`config.mk`:
```
export PLATFORM = sky130hd
export DESIGN_NAME = topic_line_parser_filter_flat
export DESIGN_NICKNAME = d
export VERILOG_FILES = /design/src/rtl/tlpf_pkg.sv /design/src/rtl/tlpf_if.sv /design/src/rtl/tlpf_cell.sv /design/src/rtl/tlpf_out_fifo.sv /design/src/rtl/topic_line_parser_filter.sv /design/src/flat_wrapper.sv
export SDC_FILE = /design/constraint.sdc
export NUM_CORES = 2
export LEC_CHECK = 0
export BUFFER_PORTS_ARGS = -buffer_cell sky130_fd_sc_hd__buf_2
export CAP_MARGIN = 15
export CELL_PAD_IN_SITES_DETAIL_PLACEMENT = 0
export CELL_PAD_IN_SITES_GLOBAL_PLACEMENT = 1
export CORE_MARGIN = 8
export CORE_UTILIZATION = 33
export CTS_CLUSTER_DIAMETER = 120
export DETAILED_ROUTE_END_ITERATION = 10
export GPL_TIMING_DRIVEN = 0
export PLACE_DENSITY = 0.5
export SLEW_MARGIN = 15
export SYNTH_ARGS = -nofsm -noshare
export SYNTH_HDL_FRONTEND = slang
export SYNTH_HIERARCHICAL = 1
export SYNTH_SLANG_ARGS = --single-unit
```
`constraint.sdc`:
```
create_clock -name clk_i -period 5.27 [get_ports clk_i]
set_input_delay 0.7905 -clock clk_i [delete_from_list [all_inputs] [get_ports clk_i]]
set_output_delay 0.7905 -clock clk_i [all_outputs]
set_load 0.05 [all_outputs]
```
`src/rtl/tlpf_pkg.sv`:
```
// Package: shared types and constants of the topic line parser filter.
package tlpf_pkg;

  localparam int unsigned MAX_TOPICS_DEF      = 8;
  localparam int unsigned TOPIC_MAX_LEN_DEF   = 31;
  localparam int unsigned LINE_MAX_LEN_DEF    = 511;
  localparam int unsigned MESSAGE_MAX_LEN_DEF = 256;

  localparam logic [7:0] CHAR_NL    = 8'h0a;
  localparam logic [7:0] CHAR_COLON = 8'h3a;
  localparam logic [7:0] CHAR_BSL   = 8'h5c;
  localparam logic [7:0] CHAR_P     = 8'h50;
  localparam logic [7:0] CHAR_U     = 8'h55;
  localparam logic [7:0] CHAR_B     = 8'h42;

  localparam logic CMD_SERIAL = 1'b0;
  localparam logic CMD_TOPIC  = 1'b1;

  typedef enum logic [1:0] {
    ST_DELIVERED = 2'd0,
    ST_NO_SUB    = 2'd1,
    ST_NOT_PUB   = 2'd2,
    ST_NO_COLON  = 2'd3
  } status_e;

  typedef struct packed {
    logic [7:0] data_byte;
    logic       matched;
    logic [2:0] subscriber;
    logic [1:0] status;
    logic       last;
  } out_item_t;

  // Broadcast from the parser to every cell.
  typedef struct packed {
    logic       load_we;
    logic       load_commit;
    logic       cmp_en;
    logic       match_set;
    logic [7:0] ch;
  } cell_ctl_t;

  function automatic logic [7:0] prefix_char(input logic [1:0] pos);
    logic [7:0] c;
    case (pos)
      2'd0:    c = CHAR_P;
      2'd1:    c = CHAR_U;
      2'd2:    c = CHAR_B;
      default: c = CHAR_COLON;
    endcase
    return c;
  endfunction

endpackage

```
`src/rtl/tlpf_if.sv`:
```
// Interfaces: input and output channels of the topic line parser filter.
interface tlpf_in_if;
  logic       valid;
  logic       ready;
  logic       cmd;
  logic [7:0] byte_in;
  logic       topic_end;
  modport source (output valid, cmd, byte_in, topic_end, input ready);
  modport sink   (input valid, cmd, byte_in, topic_end, output ready);
endinterface

interface tlpf_out_if;
  logic       valid;
  logic       ready;
  logic [7:0] data_byte;
  logic       matched;
  logic [2:0] subscriber;
  logic [1:0] status;
  logic       last;
  modport source (output valid, data_byte, matched, subscriber, status, last, input ready);
  modport sink   (input valid, data_byte, matched, subscriber, status, last, output ready);
endinterface

```
`src/rtl/tlpf_cell.sv`:
```
// Cell: one subscription entry with its topic, length and running match bit.
module tlpf_cell
  import tlpf_pkg::*;
#(
  parameter int unsigned TopicMaxLen = TOPIC_MAX_LEN_DEF,
  localparam int unsigned LenW = $clog2(TopicMaxLen + 1),
  localparam int unsigned IdxW = (TopicMaxLen > 1) ? $clog2(TopicMaxLen) : 1
) (
  input  logic            clk_i,
  input  logic            rst_ni,
  input  cell_ctl_t       ctl_i,
  input  logic            sel_i,
  input  logic [LenW-1:0] load_pos_i,
  input  logic [LenW-1:0] field_pos_i,
  input  logic            hit_i,
  output logic            hit_o,
  output logic            first_o
);

  logic [7:0]      topic_q [TopicMaxLen];
  logic [LenW-1:0] len_q;
  logic            valid_q;
  logic            match_q;
  logic            mine;
  logic            miss;
  logic [IdxW-1:0] rd_idx;
  logic [IdxW-1:0] wr_idx;

  assign rd_idx = IdxW'(field_pos_i);
  assign wr_idx = IdxW'(load_pos_i);
  assign miss   = (field_pos_i >= len_q) || (topic_q[rd_idx] != ctl_i.ch);
  assign mine   = valid_q && match_q && (len_q == field_pos_i);
  assign first_o = mine && !hit_i;
  assign hit_o   = mine || hit_i;

  always_ff @(posedge clk_i) begin
    if (sel_i && ctl_i.load_we) begin
      topic_q[wr_idx] <= ctl_i.ch;
    end
  end

  always_ff @(posedge clk_i or negedge rst_ni) begin
    if (!rst_ni) begin
      len_q   <= '0;
      valid_q <= 1'b0;
      match_q <= 1'b1;
    end else begin
      // Count the character that arrives with the commit.
      if (sel_i && ctl_i.load_commit) begin
        len_q   <= ctl_i.load_we ? load_pos_i + LenW'(1) : load_pos_i;
        valid_q <= 1'b1;
      end
      if (ctl_i.match_set) begin
        match_q <= 1'b1;
      end else if (ctl_i.cmp_en && miss) begin
        match_q <= 1'b0;
      end
    end
  end

endmodule

```
`src/rtl/tlpf_out_fifo.sv`:
```
// Output queue: takes up to two items a cycle, hands out one.
module tlpf_out_fifo
  import tlpf_pkg::*;
(
  input  logic      clk_i,
  input  logic      rst_ni,
  input  logic      push0_i,
  input  logic      push1_i,
  input  out_item_t item0_i,
  input  out_item_t item1_i,
  output logic      room_o,
  tlpf_out_if.source out_o
);

  out_item_t  mem_q [4];
  logic [1:0] wr_q, rd_q;
  logic [2:0] cnt_q;
  logic       pop;
  logic [1:0] wr1;
  logic [1:0] npush;
  out_item_t  head;

  assign pop    = out_o.valid && out_o.ready;
  assign room_o = cnt_q <= 3'd2;
  assign wr1    = push0_i ? wr_q + 2'd1 : wr_q;
  assign npush  = {1'b0, push0_i} + {1'b0, push1_i};
  assign head   = mem_q[rd_q];

  assign out_o.valid      = cnt_q != 3'd0;
  assign out_o.data_byte  = head.data_byte;
  assign out_o.matched    = head.matched;
  assign out_o.subscriber = head.subscriber;
  assign out_o.status     = head.status;
  assign out_o.last       = head.last;

  always_ff @(posedge clk_i) begin
    if (push0_i) mem_q[wr_q] <= item0_i;
    if (push1_i) mem_q[wr1]  <= item1_i;
  end

  always_ff @(posedge clk_i or negedge rst_ni) begin
    if (!rst_ni) begin
      wr_q  <= '0;
      rd_q  <= '0;
      cnt_q <= '0;
    end else begin
      wr_q  <= wr_q + npush;
      rd_q  <= rd_q + {1'b0, pop};
      cnt_q <= cnt_q + {1'b0, npush} - {2'b0, pop};
    end
  end

endmodule

```
`src/rtl/topic_line_parser_filter.sv`:
```
// Top level: line parser, subscription cell chain and output queue.
//
// channel  dir  fields                                       accepted when
// in_i     in   cmd, byte_in, topic_end                      valid && ready
// out_o    out  data_byte, matched, subscriber, status, last valid && ready
//
// One item per cycle while ready; all cells compare each topic byte together.
// A newline item may yield two results; the four-entry output queue takes
// new items while it holds two or fewer, so out_o stalls stop in_i at three
// entries. Reset is asynchronous; the table starts empty, no clearing pass.
module topic_line_parser_filter
  import tlpf_pkg::*;
#(
  parameter int unsigned MaxTopics     = MAX_TOPICS_DEF,
  parameter int unsigned TopicMaxLen   = TOPIC_MAX_LEN_DEF,
  parameter int unsigned LineMaxLen    = LINE_MAX_LEN_DEF,
  parameter int unsigned MessageMaxLen = MESSAGE_MAX_LEN_DEF
) (
  input  logic clk_i,
  input  logic rst_ni,
  tlpf_in_if.sink    in_i,
  tlpf_out_if.source out_o
);

  localparam int unsigned LenW  = $clog2(TopicMaxLen + 1);
  localparam int unsigned SubW  = $clog2(MaxTopics + 1);
  localparam int unsigned LineW = $clog2(LineMaxLen + 1);
  localparam int unsigned MsgW  = $clog2(MessageMaxLen);
  localparam int unsigned FldW  = (LenW > 3) ? LenW : 3;

  typedef enum logic [1:0] {PH_PREFIX, PH_TOPIC, PH_MSG, PH_BAD} phase_e;

  phase_e           phase_q, phase_d;
  logic [SubW-1:0]  sub_cnt_q, sub_cnt_d;
  logic [LenW-1:0]  load_pos_q, load_pos_d;
  logic             load_stop_q, load_stop_d;
  logic [LineW-1:0] line_cnt_q, line_cnt_d;
  logic [FldW-1:0]  fld_q, fld_d;
  logic             pend_q, pend_d;
  logic [MsgW-1:0]  msg_cnt_q, msg_cnt_d;
  logic             hit_q, hit_d;
  logic [2:0]       sub_idx_q, sub_idx_d;
  logic             ended_q, ended_d;

  cell_ctl_t        ctl;
  logic [MaxTopics:0]   hit_chain;
  logic [MaxTopics-1:0] first;
  logic [2:0]       first_idx;
  logic             acc, room, push0, push1, out_hit;
  out_item_t        item0, item1;
  logic [7:0]       b;

  assign acc  = in_i.valid && in_i.ready;
  assign b    = in_i.byte_in;
  assign in_i.ready = room;
  assign out_hit = (phase_q == PH_MSG) && hit_q;

  assign hit_chain[0] = 1'b0;
  for (genvar g = 0; g < MaxTopics; g++) begin : g_cell
    tlpf_cell #(.TopicMaxLen(TopicMaxLen)) u_cell (
      .clk_i      (clk_i),
      .rst_ni     (rst_ni),
      .ctl_i      (ctl),
      .sel_i      (sub_cnt_q == SubW'(g)),
      .load_pos_i (load_pos_q),
      .field_pos_i(LenW'(fld_q)),
      .hit_i      (hit_chain[g]),
      .hit_o      (hit_chain[g+1]),
      .first_o    (first[g])
    );
  end

  always_comb begin
    first_idx = '0;
    for (int i = 0; i < MaxTopics; i++) begin
      if (first[i]) first_idx = 3'(i);
    end
  end

  always_comb begin
    phase_d     = phase_q;
    sub_cnt_d   = sub_cnt_q;
    load_pos_d  = load_pos_q;
    load_stop_d = load_stop_q;
    line_cnt_d  = line_cnt_q;
    fld_d       = fld_q;
    pend_d      = pend_q;
    msg_cnt_d   = msg_cnt_q;
    hit_d       = hit_q;
    sub_idx_d   = sub_idx_q;
    ended_d     = ended_q;
    ctl         = '0;
    ctl.ch      = b;
    push0       = 1'b0;
    push1       = 1'b0;
    item0       = '{data_byte: CHAR_BSL, matched: out_hit,
                    subscriber: out_hit ? sub_idx_q : 3'd0,
                    status: ST_DELIVERED, last: 1'b0};
    item1       = item0;

    if (acc && in_i.cmd == CMD_TOPIC) begin
      if (sub_cnt_q < SubW'(MaxTopics)) begin
        if (!load_stop_q) begin
          if (b == 8'd0) begin
            load_stop_d = 1'b1;
          end else if (load_pos_q < LenW'(TopicMaxLen)) begin
            ctl.load_we = 1'b1;
            load_pos_d  = load_pos_q + LenW'(1);
          end
        end
        if (in_i.topic_end) begin
          ctl.load_commit = 1'b1;
          sub_cnt_d   = sub_cnt_q + SubW'(1);
          load_pos_d  = '0;
          load_stop_d = 1'b0;
        end
      end
    end else if (acc && b == CHAR_NL) begin
      // Flush a trailing backslash, then the end item.
      item1.data_byte = 8'd0;
      item1.last      = 1'b1;
      case (phase_q)
        PH_MSG:   item1.status = hit_q ? ST_DELIVERED : ST_NO_SUB;
        PH_TOPIC: item1.status = ST_NO_COLON;
        default:  item1.status = ST_NOT_PUB;
      endcase
      if (phase_q == PH_MSG && pend_q && msg_cnt_q < MsgW'(MessageMaxLen - 1)) begin
        push0 = 1'b1;
        push1 = 1'b1;
      end else begin
        item0 = item1;
        push0 = 1'b1;
      end
      line_cnt_d    = '0;
      phase_d       = PH_PREFIX;
      fld_d         = '0;
      ctl.match_set = 1'b1;
      pend_d        = 1'b0;
      msg_cnt_d     = '0;
      ended_d       = 1'b0;
    end else if (acc && !ended_q && line_cnt_q < LineW'(LineMaxLen)) begin
      line_cnt_d = line_cnt_q + LineW'(1);
      if (b == 8'd0) begin
        ended_d = 1'b1;
        if (phase_q == PH_MSG && pend_q) begin
          push0     = 1'b1;
          msg_cnt_d = msg_cnt_q + MsgW'(1);
          pend_d    = 1'b0;
        end
      end else begin
        case (phase_q)
          PH_PREFIX: begin
            if (b == prefix_char(fld_q[1:0])) begin
              fld_d = fld_q + FldW'(1);
              if (fld_q == FldW'(3)) begin
                phase_d       = PH_TOPIC;
                fld_d         = '0;
                ctl.match_set = 1'b1;
              end
            end else begin
              phase_d = PH_BAD;
            end
          end
          PH_TOPIC: begin
            if (b == CHAR_COLON) begin
              hit_d     = hit_chain[MaxTopics];
              sub_idx_d = first_idx;
              phase_d   = PH_MSG;
              msg_cnt_d = '0;
              pend_d    = 1'b0;
            end else if (fld_q < FldW'(TopicMaxLen)) begin
              ctl.cmp_en = 1'b1;
              fld_d      = fld_q + FldW'(1);
            end
          end
          PH_MSG: begin
            if (msg_cnt_q < MsgW'(MessageMaxLen - 1)) begin
              item0.data_byte = b;
              if (!pend_q && b == CHAR_BSL) begin
                pend_d = 1'b1;
              end else begin
                push0     = 1'b1;
                msg_cnt_d = msg_cnt_q + MsgW'(1);
                pend_d    = 1'b0;
              end
            end
          end
          default: ;
        endcase
      end
    end
  end

  always_ff @(posedge clk_i or negedge rst_ni) begin
    if (!rst_ni) begin
      phase_q     <= PH_PREFIX;
      sub_cnt_q   <= '0;
      load_pos_q  <= '0;
      load_stop_q <= 1'b0;
      line_cnt_q  <= '0;
      fld_q       <= '0;
      pend_q      <= 1'b0;
      msg_cnt_q   <= '0;
      hit_q       <= 1'b0;
      sub_idx_q   <= '0;
      ended_q     <= 1'b0;
    end else begin
      phase_q     <= phase_d;
      sub_cnt_q   <= sub_cnt_d;
      load_pos_q  <= load_pos_d;
      load_stop_q <= load_stop_d;
      line_cnt_q  <= line_cnt_d;
      fld_q       <= fld_d;
      pend_q      <= pend_d;
      msg_cnt_q   <= msg_cnt_d;
      hit_q       <= hit_d;
      sub_idx_q   <= sub_idx_d;
      ended_q     <= ended_d;
    end
  end

  tlpf_out_fifo u_fifo (
    .clk_i  (clk_i),
    .rst_ni (rst_ni),
    .push0_i(push0),
    .push1_i(push1),
    .item0_i(item0),
    .item1_i(item1),
    .room_o (room),
    .out_o  (out_o)
  );

endmodule
```
`src/flat_wrapper.sv`:
```
// flat-port wrapper written by rule: the top's interface ports become plain ports
module topic_line_parser_filter_flat import tlpf_pkg::*;
#(
  parameter int unsigned MaxTopics     = MAX_TOPICS_DEF,
  parameter int unsigned TopicMaxLen   = TOPIC_MAX_LEN_DEF,
  parameter int unsigned LineMaxLen    = LINE_MAX_LEN_DEF,
  parameter int unsigned MessageMaxLen = MESSAGE_MAX_LEN_DEF
)
  (clk_i, rst_ni, in_i_valid, in_i_cmd, in_i_byte_in, in_i_topic_end, in_i_ready, out_o_valid, out_o_data_byte, out_o_matched, out_o_subscriber, out_o_status, out_o_last, out_o_ready);
  tlpf_in_if in_i_i ();
  tlpf_out_if out_o_i ();
  input  logic clk_i;
  input  logic rst_ni;
  input wire logic [$bits(in_i_i.valid)-1:0] in_i_valid;
  input wire logic [$bits(in_i_i.cmd)-1:0] in_i_cmd;
  input wire logic [$bits(in_i_i.byte_in)-1:0] in_i_byte_in;
  input wire logic [$bits(in_i_i.topic_end)-1:0] in_i_topic_end;
  output wire logic [$bits(in_i_i.ready)-1:0] in_i_ready;
  output wire logic [$bits(out_o_i.valid)-1:0] out_o_valid;
  output wire logic [$bits(out_o_i.data_byte)-1:0] out_o_data_byte;
  output wire logic [$bits(out_o_i.matched)-1:0] out_o_matched;
  output wire logic [$bits(out_o_i.subscriber)-1:0] out_o_subscriber;
  output wire logic [$bits(out_o_i.status)-1:0] out_o_status;
  output wire logic [$bits(out_o_i.last)-1:0] out_o_last;
  input wire logic [$bits(out_o_i.ready)-1:0] out_o_ready;
  assign in_i_i.valid = in_i_valid;
  assign in_i_i.cmd = in_i_cmd;
  assign in_i_i.byte_in = in_i_byte_in;
  assign in_i_i.topic_end = in_i_topic_end;
  assign in_i_ready = in_i_i.ready;
  assign out_o_valid = out_o_i.valid;
  assign out_o_data_byte = out_o_i.data_byte;
  assign out_o_matched = out_o_i.matched;
  assign out_o_subscriber = out_o_i.subscriber;
  assign out_o_status = out_o_i.status;
  assign out_o_last = out_o_i.last;
  assign out_o_i.ready = out_o_ready;
  topic_line_parser_filter #(.MaxTopics(MaxTopics), .TopicMaxLen(TopicMaxLen), .LineMaxLen(LineMaxLen), .MessageMaxLen(MessageMaxLen)) u_core (.clk_i(clk_i), .rst_ni(rst_ni), .in_i(in_i_i), .out_o(out_o_i));
endmodule
```
; Word-level counts from Yosys, hierarchy flattened
; Memory sizes are Yosys's and may differ from the RTL's.
; Index checks and enable logic that the tools add are counted.
[classes]
addsub = 11
n_lt_le_gt_ge = 14
n_eq_ne = 44
mux = 137
bitwise = 3
n_reduce_logical = 109
[op_table]
columns = op, n
row1 = $mux 8, 18
row2 = $mux 1, 74
row3 = $ne 8x8->1, 8
row4 = $mux 5, 12
row5 = $logic_and 1x1->1, 57
row6 = $eq 5x5->1, 8
row7 = $ge 5x5->1, 8
row8 = $mux 3, 9
row9 = $mux 2, 12
row10 = $reduce_bool 2->1, 11
row11 = $pmux 7 s3, 1
row12 = $mux 9, 2
row13 = $reduce_and 6->1, 3
row14 = $eq 4x3->1 const B, 4
row15 = $pmux 8 s2, 1
row16 = $logic_or 1x1->1, 15
row17 = $mux 15, 1
row18 = $mux 14, 1
row19 = $mux 7, 2
row20 = $reduce_and 7->1, 2
row21 = $add 5x1->5 const B, 2
row22 = $lt 5x5->1 const B, 2
row23 = $pmux 5 s2, 1
row24 = $add 9x1->9 const B, 1
row25 = 40 further kinds, 63
[totals]
regBits = 103
mem_bits_rw = 2044
inputBits = 14
out_inout_bits = 17
wordCells = 365
memories = 9
[mem_list]
columns = name, words, width, rd, rd_ports_with_merged_regs, wr, line_no
row1 = u_core.g_cell[0].u_cell.topic_q, 31, 8, 1, 0, 1, tlpf_cell.sv:20  ; logic [7:0] topic_q [TopicMaxLen];
row2 = u_core.g_cell[1].u_cell.topic_q, 31, 8, 1, 0, 1, tlpf_cell.sv:20
row3 = u_core.g_cell[2].u_cell.topic_q, 31, 8, 1, 0, 1, tlpf_cell.sv:20
row4 = u_core.g_cell[3].u_cell.topic_q, 31, 8, 1, 0, 1, tlpf_cell.sv:20
row5 = u_core.g_cell[4].u_cell.topic_q, 31, 8, 1, 0, 1, tlpf_cell.sv:20
row6 = u_core.g_cell[5].u_cell.topic_q, 31, 8, 1, 0, 1, tlpf_cell.sv:20
row7 = 3 more memories, n/a, n/a, n/a, n/a, n/a, n/a

; Depth between registers and ports, before layout
[logic_depth]
ltp_word = 17
depth_mapped = 16

; Modules after synthesis
; The synthesis kept the hierarchy.
[modules_own_cells]
columns = module, instances, cells_per_inst, area_each_um2, seq_area_each_um2
row1 = tlpf_cell (u_core.g_cell[3].u_cell ...), 5, 553, 10382.5, 7623.6
row2 = tlpf_cell (u_core.g_cell[1].u_cell ...), 2, 583, 10527.6, 7623.6
row3 = tlpf_cell (u_core.g_cell[0].u_cell), 1, 562, 10435.0, 7623.6
row4 = tlpf_out_fifo, 1, 196, 3612.2, 1976.9
row5 = topic_line_parser_filter, 1, 304, 2730.1, 1001.0

; Worst setup path after synthesis
; No wires, ideal clock.
[synth_timing]
path_kind = register -> register
start = register u_core.u_fifo.cnt_q[0]
end = register u_core.u_fifo.cnt_q[2]
setup_ns = 0.123
arrival_ns = 3.986
required_ns = 5.147
setup_slack_ns = 1.162
path_stages_with_launch = 16
n_path_buf = 0
path_cell_list = dfrtp_1 a21oi_1 nand3b_1 a41oi_4 nand4_1 o21bai_1 a31oi_1 ha_1 inv_1 ha_1 inv_1 ha_1 inv_1 fa_1 xor2_1 xnor2_1
[synth_via]
elab_chain_len = 10
[synth_lines]
columns = item, line_no
row1 = start: declaration, tlpf_out_fifo.sv:17  ; logic [2:0] cnt_q;
row2 = start signal: assignment, tlpf_out_fifo.sv:49  ; cnt_q <= cnt_q + {1'b0, npush} - {2'b0, pop};
row3 = $le 3x2->1 (*), tlpf_out_fifo.sv:24  ; assign room_o = cnt_q <= 3'd2;
row4 = net in_i_ready, flat_wrapper.sv:18  ; output wire logic [$bits(in_i_i.ready)-1:0] in_i_ready;
row5 = $logic_and 1x1->1 (*), topic_line_parser_filter.sv:53  ; assign acc = in_i.valid && in_i.ready;
row6 = $logic_and 1x1->1 (2 in series), topic_line_parser_filter.sv:141  ; end else if (acc && !ended_q && line_cnt_q < LineW'(LineMaxLen)) begin
row7 = $mux 1, topic_line_parser_filter.sv:141
row8 = $mux 1, topic_line_parser_filter.sv:118  ; end else if (acc && b == CHAR_NL) begin
row9 = $mux 1 (*), topic_line_parser_filter.sv:101  ; if (acc && in_i.cmd == CMD_TOPIC) begin
row10 = net u_core.push0, topic_line_parser_filter.sv:49  ; logic acc, room, push0, push1, out_hit;
row11 = $add 1x1->2 (*), tlpf_out_fifo.sv:26  ; assign npush = {1'b0, push0_i} + {1'b0, push1_i};
row12 = $add 3x2->3 (*), tlpf_out_fifo.sv:49
row13 = $sub 3x1->3 (*), tlpf_out_fifo.sv:49
; The timed path passes the listed nets; every way through them passes the cells marked *.
; A chain may end at the register's enable or synchronous reset.

==> results.md <==
| Result | This run |
| --- | --- |
| Status | complete, no violations |
| Final worst path period share | 0.9404 |
| Top-Level Pins | 31 |
| Number of instances in the synthesized netlist | 4992 |
| Final hold slack | 0.1300 ns |
| Total number of vias | 47260 |
| Critical path buffers and inverters | 2 |
| Highest-delay cell along the critical path | nor2_1 |
| Global-route wire length before repair | 364500 microns |
| Crit path DAT | 5.42 ns |
| Die footprint | 0.2889 sq mm |
| VDD IR-drop max | 0.3051 mV |
| Worst slack, placed | -0.4867 ns |
| Total power of the final layout | 51.27 mW |
| Gr ovfl total | 0 |
| Global-route usage over all layers | 0.1719 |
| Detailed-routing iteration count for the pre-antenna-repair pass | 5 |
| Relative area change from synthesis to final layout | 14.88% |
| Avg Vias per Cell | 5.203 |
| Largest stage delay on the critical path | 0.97 ns |
| Time the final worst path needs with I/O delays and setup | 4.956 ns |
| Worst hold path startpoint | in_i_topic_end |
| P_leak | 33.29 nW |
| Number of setup violations in the final report | 0 |
| Clock latency at the later pin of the worst-skew pair | 0.89 ns |
| Chip height | 537.5 microns |
| Crit path from | u_core/u_fifo/cnt_q[0] |
| Layout cells sized above 1 | 0.2077 |
| Post-DP HPWL | 158300 microns |
| Via count of the first global-routing pass | 48760 |
| Root buffer cell | clkbuf_16 |
| Number of nets in the layout | 5421 |
| Clock slew at reported path FFs | 0.06 ns |
| Nature of the critical path endpoint | register |
| Core Footprint | 0.2708 sq mm |
| Std-Cell Rows | 191 |
| Max transition margin | 0.2223 |
| Deepest clock path buffer count | 4 |
| Post-detailed-route DRC marker count | 0 |
| R2r endpoint | u_core/g_cell[6].u_cell/topic_q[22][5] |
| Ys Warns | 6 |
| Tightest Pin Transition | 1.162 ns |
| Mapped Avg Cell Area | 17.98 sq um |
| Worst Clk Skew | 0.06150 ns |
| TritonCTS buffer count | 241 |
| Worst hold path cell count | 2 |
| Routed wire length | 252900 microns |
| Initial Utilization | 0.3314 |
| Category of the most critical setup path | reg2reg |
| Minimum setup slack in the final design | 0.3143 ns |
| R2R Path Start | u_core/u_fifo/cnt_q[0] |
| Required time at the endpoint of the critical path | 5.74 ns |
| Antenna-violating nets left | 0 |
| Combined area of all synthesized cells | 0.08974 sq mm |
| Category of the worst setup path launch point | register |
| Largest net degree at the start of global routing | 112 |
| Antenna violations before repair | 6 |
| Upper clock frequency limit | 201.8 MHz |
| Endpoints failing hold | 0 |
| Power Density | 497.3 mW/mm^2 |
| Kind of cell adding the most delay to the critical path | simple AND/OR/NAND/NOR gates |
| Max FO, Critical Path | 13 |
| Final Slew Violations | 0 |
| FF-to-FF setup slack | 0.31 ns |
| Final Wtd Congestion | 0.7715 |
| Die span in x | 537.5 microns |
| Hold Crit Endpoint | u_core/load_pos_q[1] |
| Clock tree from TritonCTS | yes |
| Number of fill cells | 24850 |
| I/O Buffers | 30 |
| Routed len/inst | 27.84 microns |
| R2r worst-path depth | 8 |
| Final standard cell utilization of the core | 0.3807 |
| Number of maximum-capacitance violations | 0 |
| Worst min-delay path class | in2reg |
| H-tree depth | 4 |
| TritonCTS Sinks | 2147 |
| Setup repair after global routing missed its margin | true |
| Postcts setup bufs | 0 |
| Cell Chain, Critical Path | a21oi_1 > nand3_1 > nor2_1 > and3_1 > clkbuf_2 > clkbuf_1 > nand3_1 > nor2_1 |
| First DRT Iteration DRCs | 3971 |
==> layout by cell type (no fill, tap or decap), types with 57 or more instances in the layout <==
cell type / count
inv_1: 99
nand2_1: 166
clkbuf_1: 138
buf_2: 107
xor2_1: 60
mux2i_1: 230
nor2_1: 399
mux4_2: 373
o21ai_0: 85
a21oi_1: 98
nand3_1: 66
o211ai_1: 59
ha_1: 96
nand2b_1: 57
clkinv_1: 61
mux2_2: 82
edfxtp_1: 2044
dfrtp_1: 85
clkbuf_16: 244
==> where the power goes <==
part           internal, mW  total [mW]  leakage, nW  switching, mW
logic                  6.03        15.2         9.80           9.12
clock network          9.84        16.7         3.80           6.82
registers              19.0        19.5         19.7          0.484
==> through the flow <==
| step | setup TNS (ns) | cell area [sq um] | std cells |
|---|---|---|---|
| 4_1_cts | 0 | 103100 | 9078 |
| 6_report | 0 | 103100 | 9084 |
| 3_5_place_dp | -409.78 | 95260 | 8636 |
| 5_1_grt | -3.341 | 103100 | 9081 |
| 2_1_floorplan | 0 | 89800 | 5008 |
| 3_3_place_gp | - | 94420 | 8608 |
==> sequential cells by signal (all words and copies together) (netlist names) <==
signal	flops
u_core/hit_q	1
u_core/line_cnt_q	9
u_core/load_stop_q	1
u_core/sub_idx_q	3
u_core/fld_q	5
u_core/sub_cnt_q	4
u_core/g_cell.u_cell/valid_q	8
u_core/phase_q	2
u_core/msg_cnt_q	8
u_core/u_fifo/cnt_q	3
u_core/u_fifo/mem_q	60
u_core/load_pos_q	5
u_core/ended_q	1
u_core/pend_q	1
u_core/g_cell.u_cell/len_q	40
u_core/g_cell.u_cell/match_q	8
u_core/u_fifo/wr_q	2
u_core/u_fifo/rd_q	2
u_core/g_cell.u_cell/topic_q	1984
==> cell type report <==
| type | instances | area [sq um] | share of cell area |
|---|---|---|---|
| Sequential cell | 2147 | 63990 | 0.6207 |
| Multi-Input combinational cell | 2513 | 24120 | 0.2339 |
| Clock buffer | 281 | 6245 | 0.06058 |
| Tap cell | 3570 | 4467 | 0.04333 |
| Clock inverter | 160 | 1544 | 0.01498 |
| Buffer | 241 | 1353 | 0.01312 |
| Timing Repair Buffer | 59 | 962.2 | 0.009333 |
| Inverter | 107 | 401.6 | 0.003896 |
| Antenna cell | 6 | 15.01 | 0.0001456 |
==> worst register-to-register path, cell delays in order, from the launching register on <==
cell	delay, ns
dfrtp_1	0.39
a21oi_1	0.48
nand3_1	0.53
nor2_1	0.37
and3_1	0.20
clkbuf_2	0.57
clkbuf_1	0.43
nand3_1	0.66
nor2_1	0.97
==> how the worst max path moves through the flow <==
stage,endpoint,cells past startpoint
floorplan,u_core/u_fifo/cnt_q[2],15
global placement,u_core/g_cell[3].u_cell/match_q,9
detailed placement,u_core/u_fifo/mem_q[1][12],12
CTS,u_core/g_cell[2].u_cell/topic_q[0][1],8
global route,u_core/g_cell[6].u_cell/topic_q[21][3],8
finish,u_core/g_cell[6].u_cell/topic_q[22][5],8
==> repair_timing <==
action                                 4_1_cts  5_1_grt
endpoints found under the hold margin       24        0
setup endpoints to repair                    0       92
gates resized for setup                      0        6
hold buffers                                 1        0
==> metal layers <==
metal  wire length, microns  vias up  track usage
met5                      0        -            0
met1                 119100    25210       0.2499
met3                  10760      318      0.02315
met2                 118300     1092       0.2776
li1                       -    20650            -
met4                   4740        0      0.03412
Power figures use the tool's default switching activity.
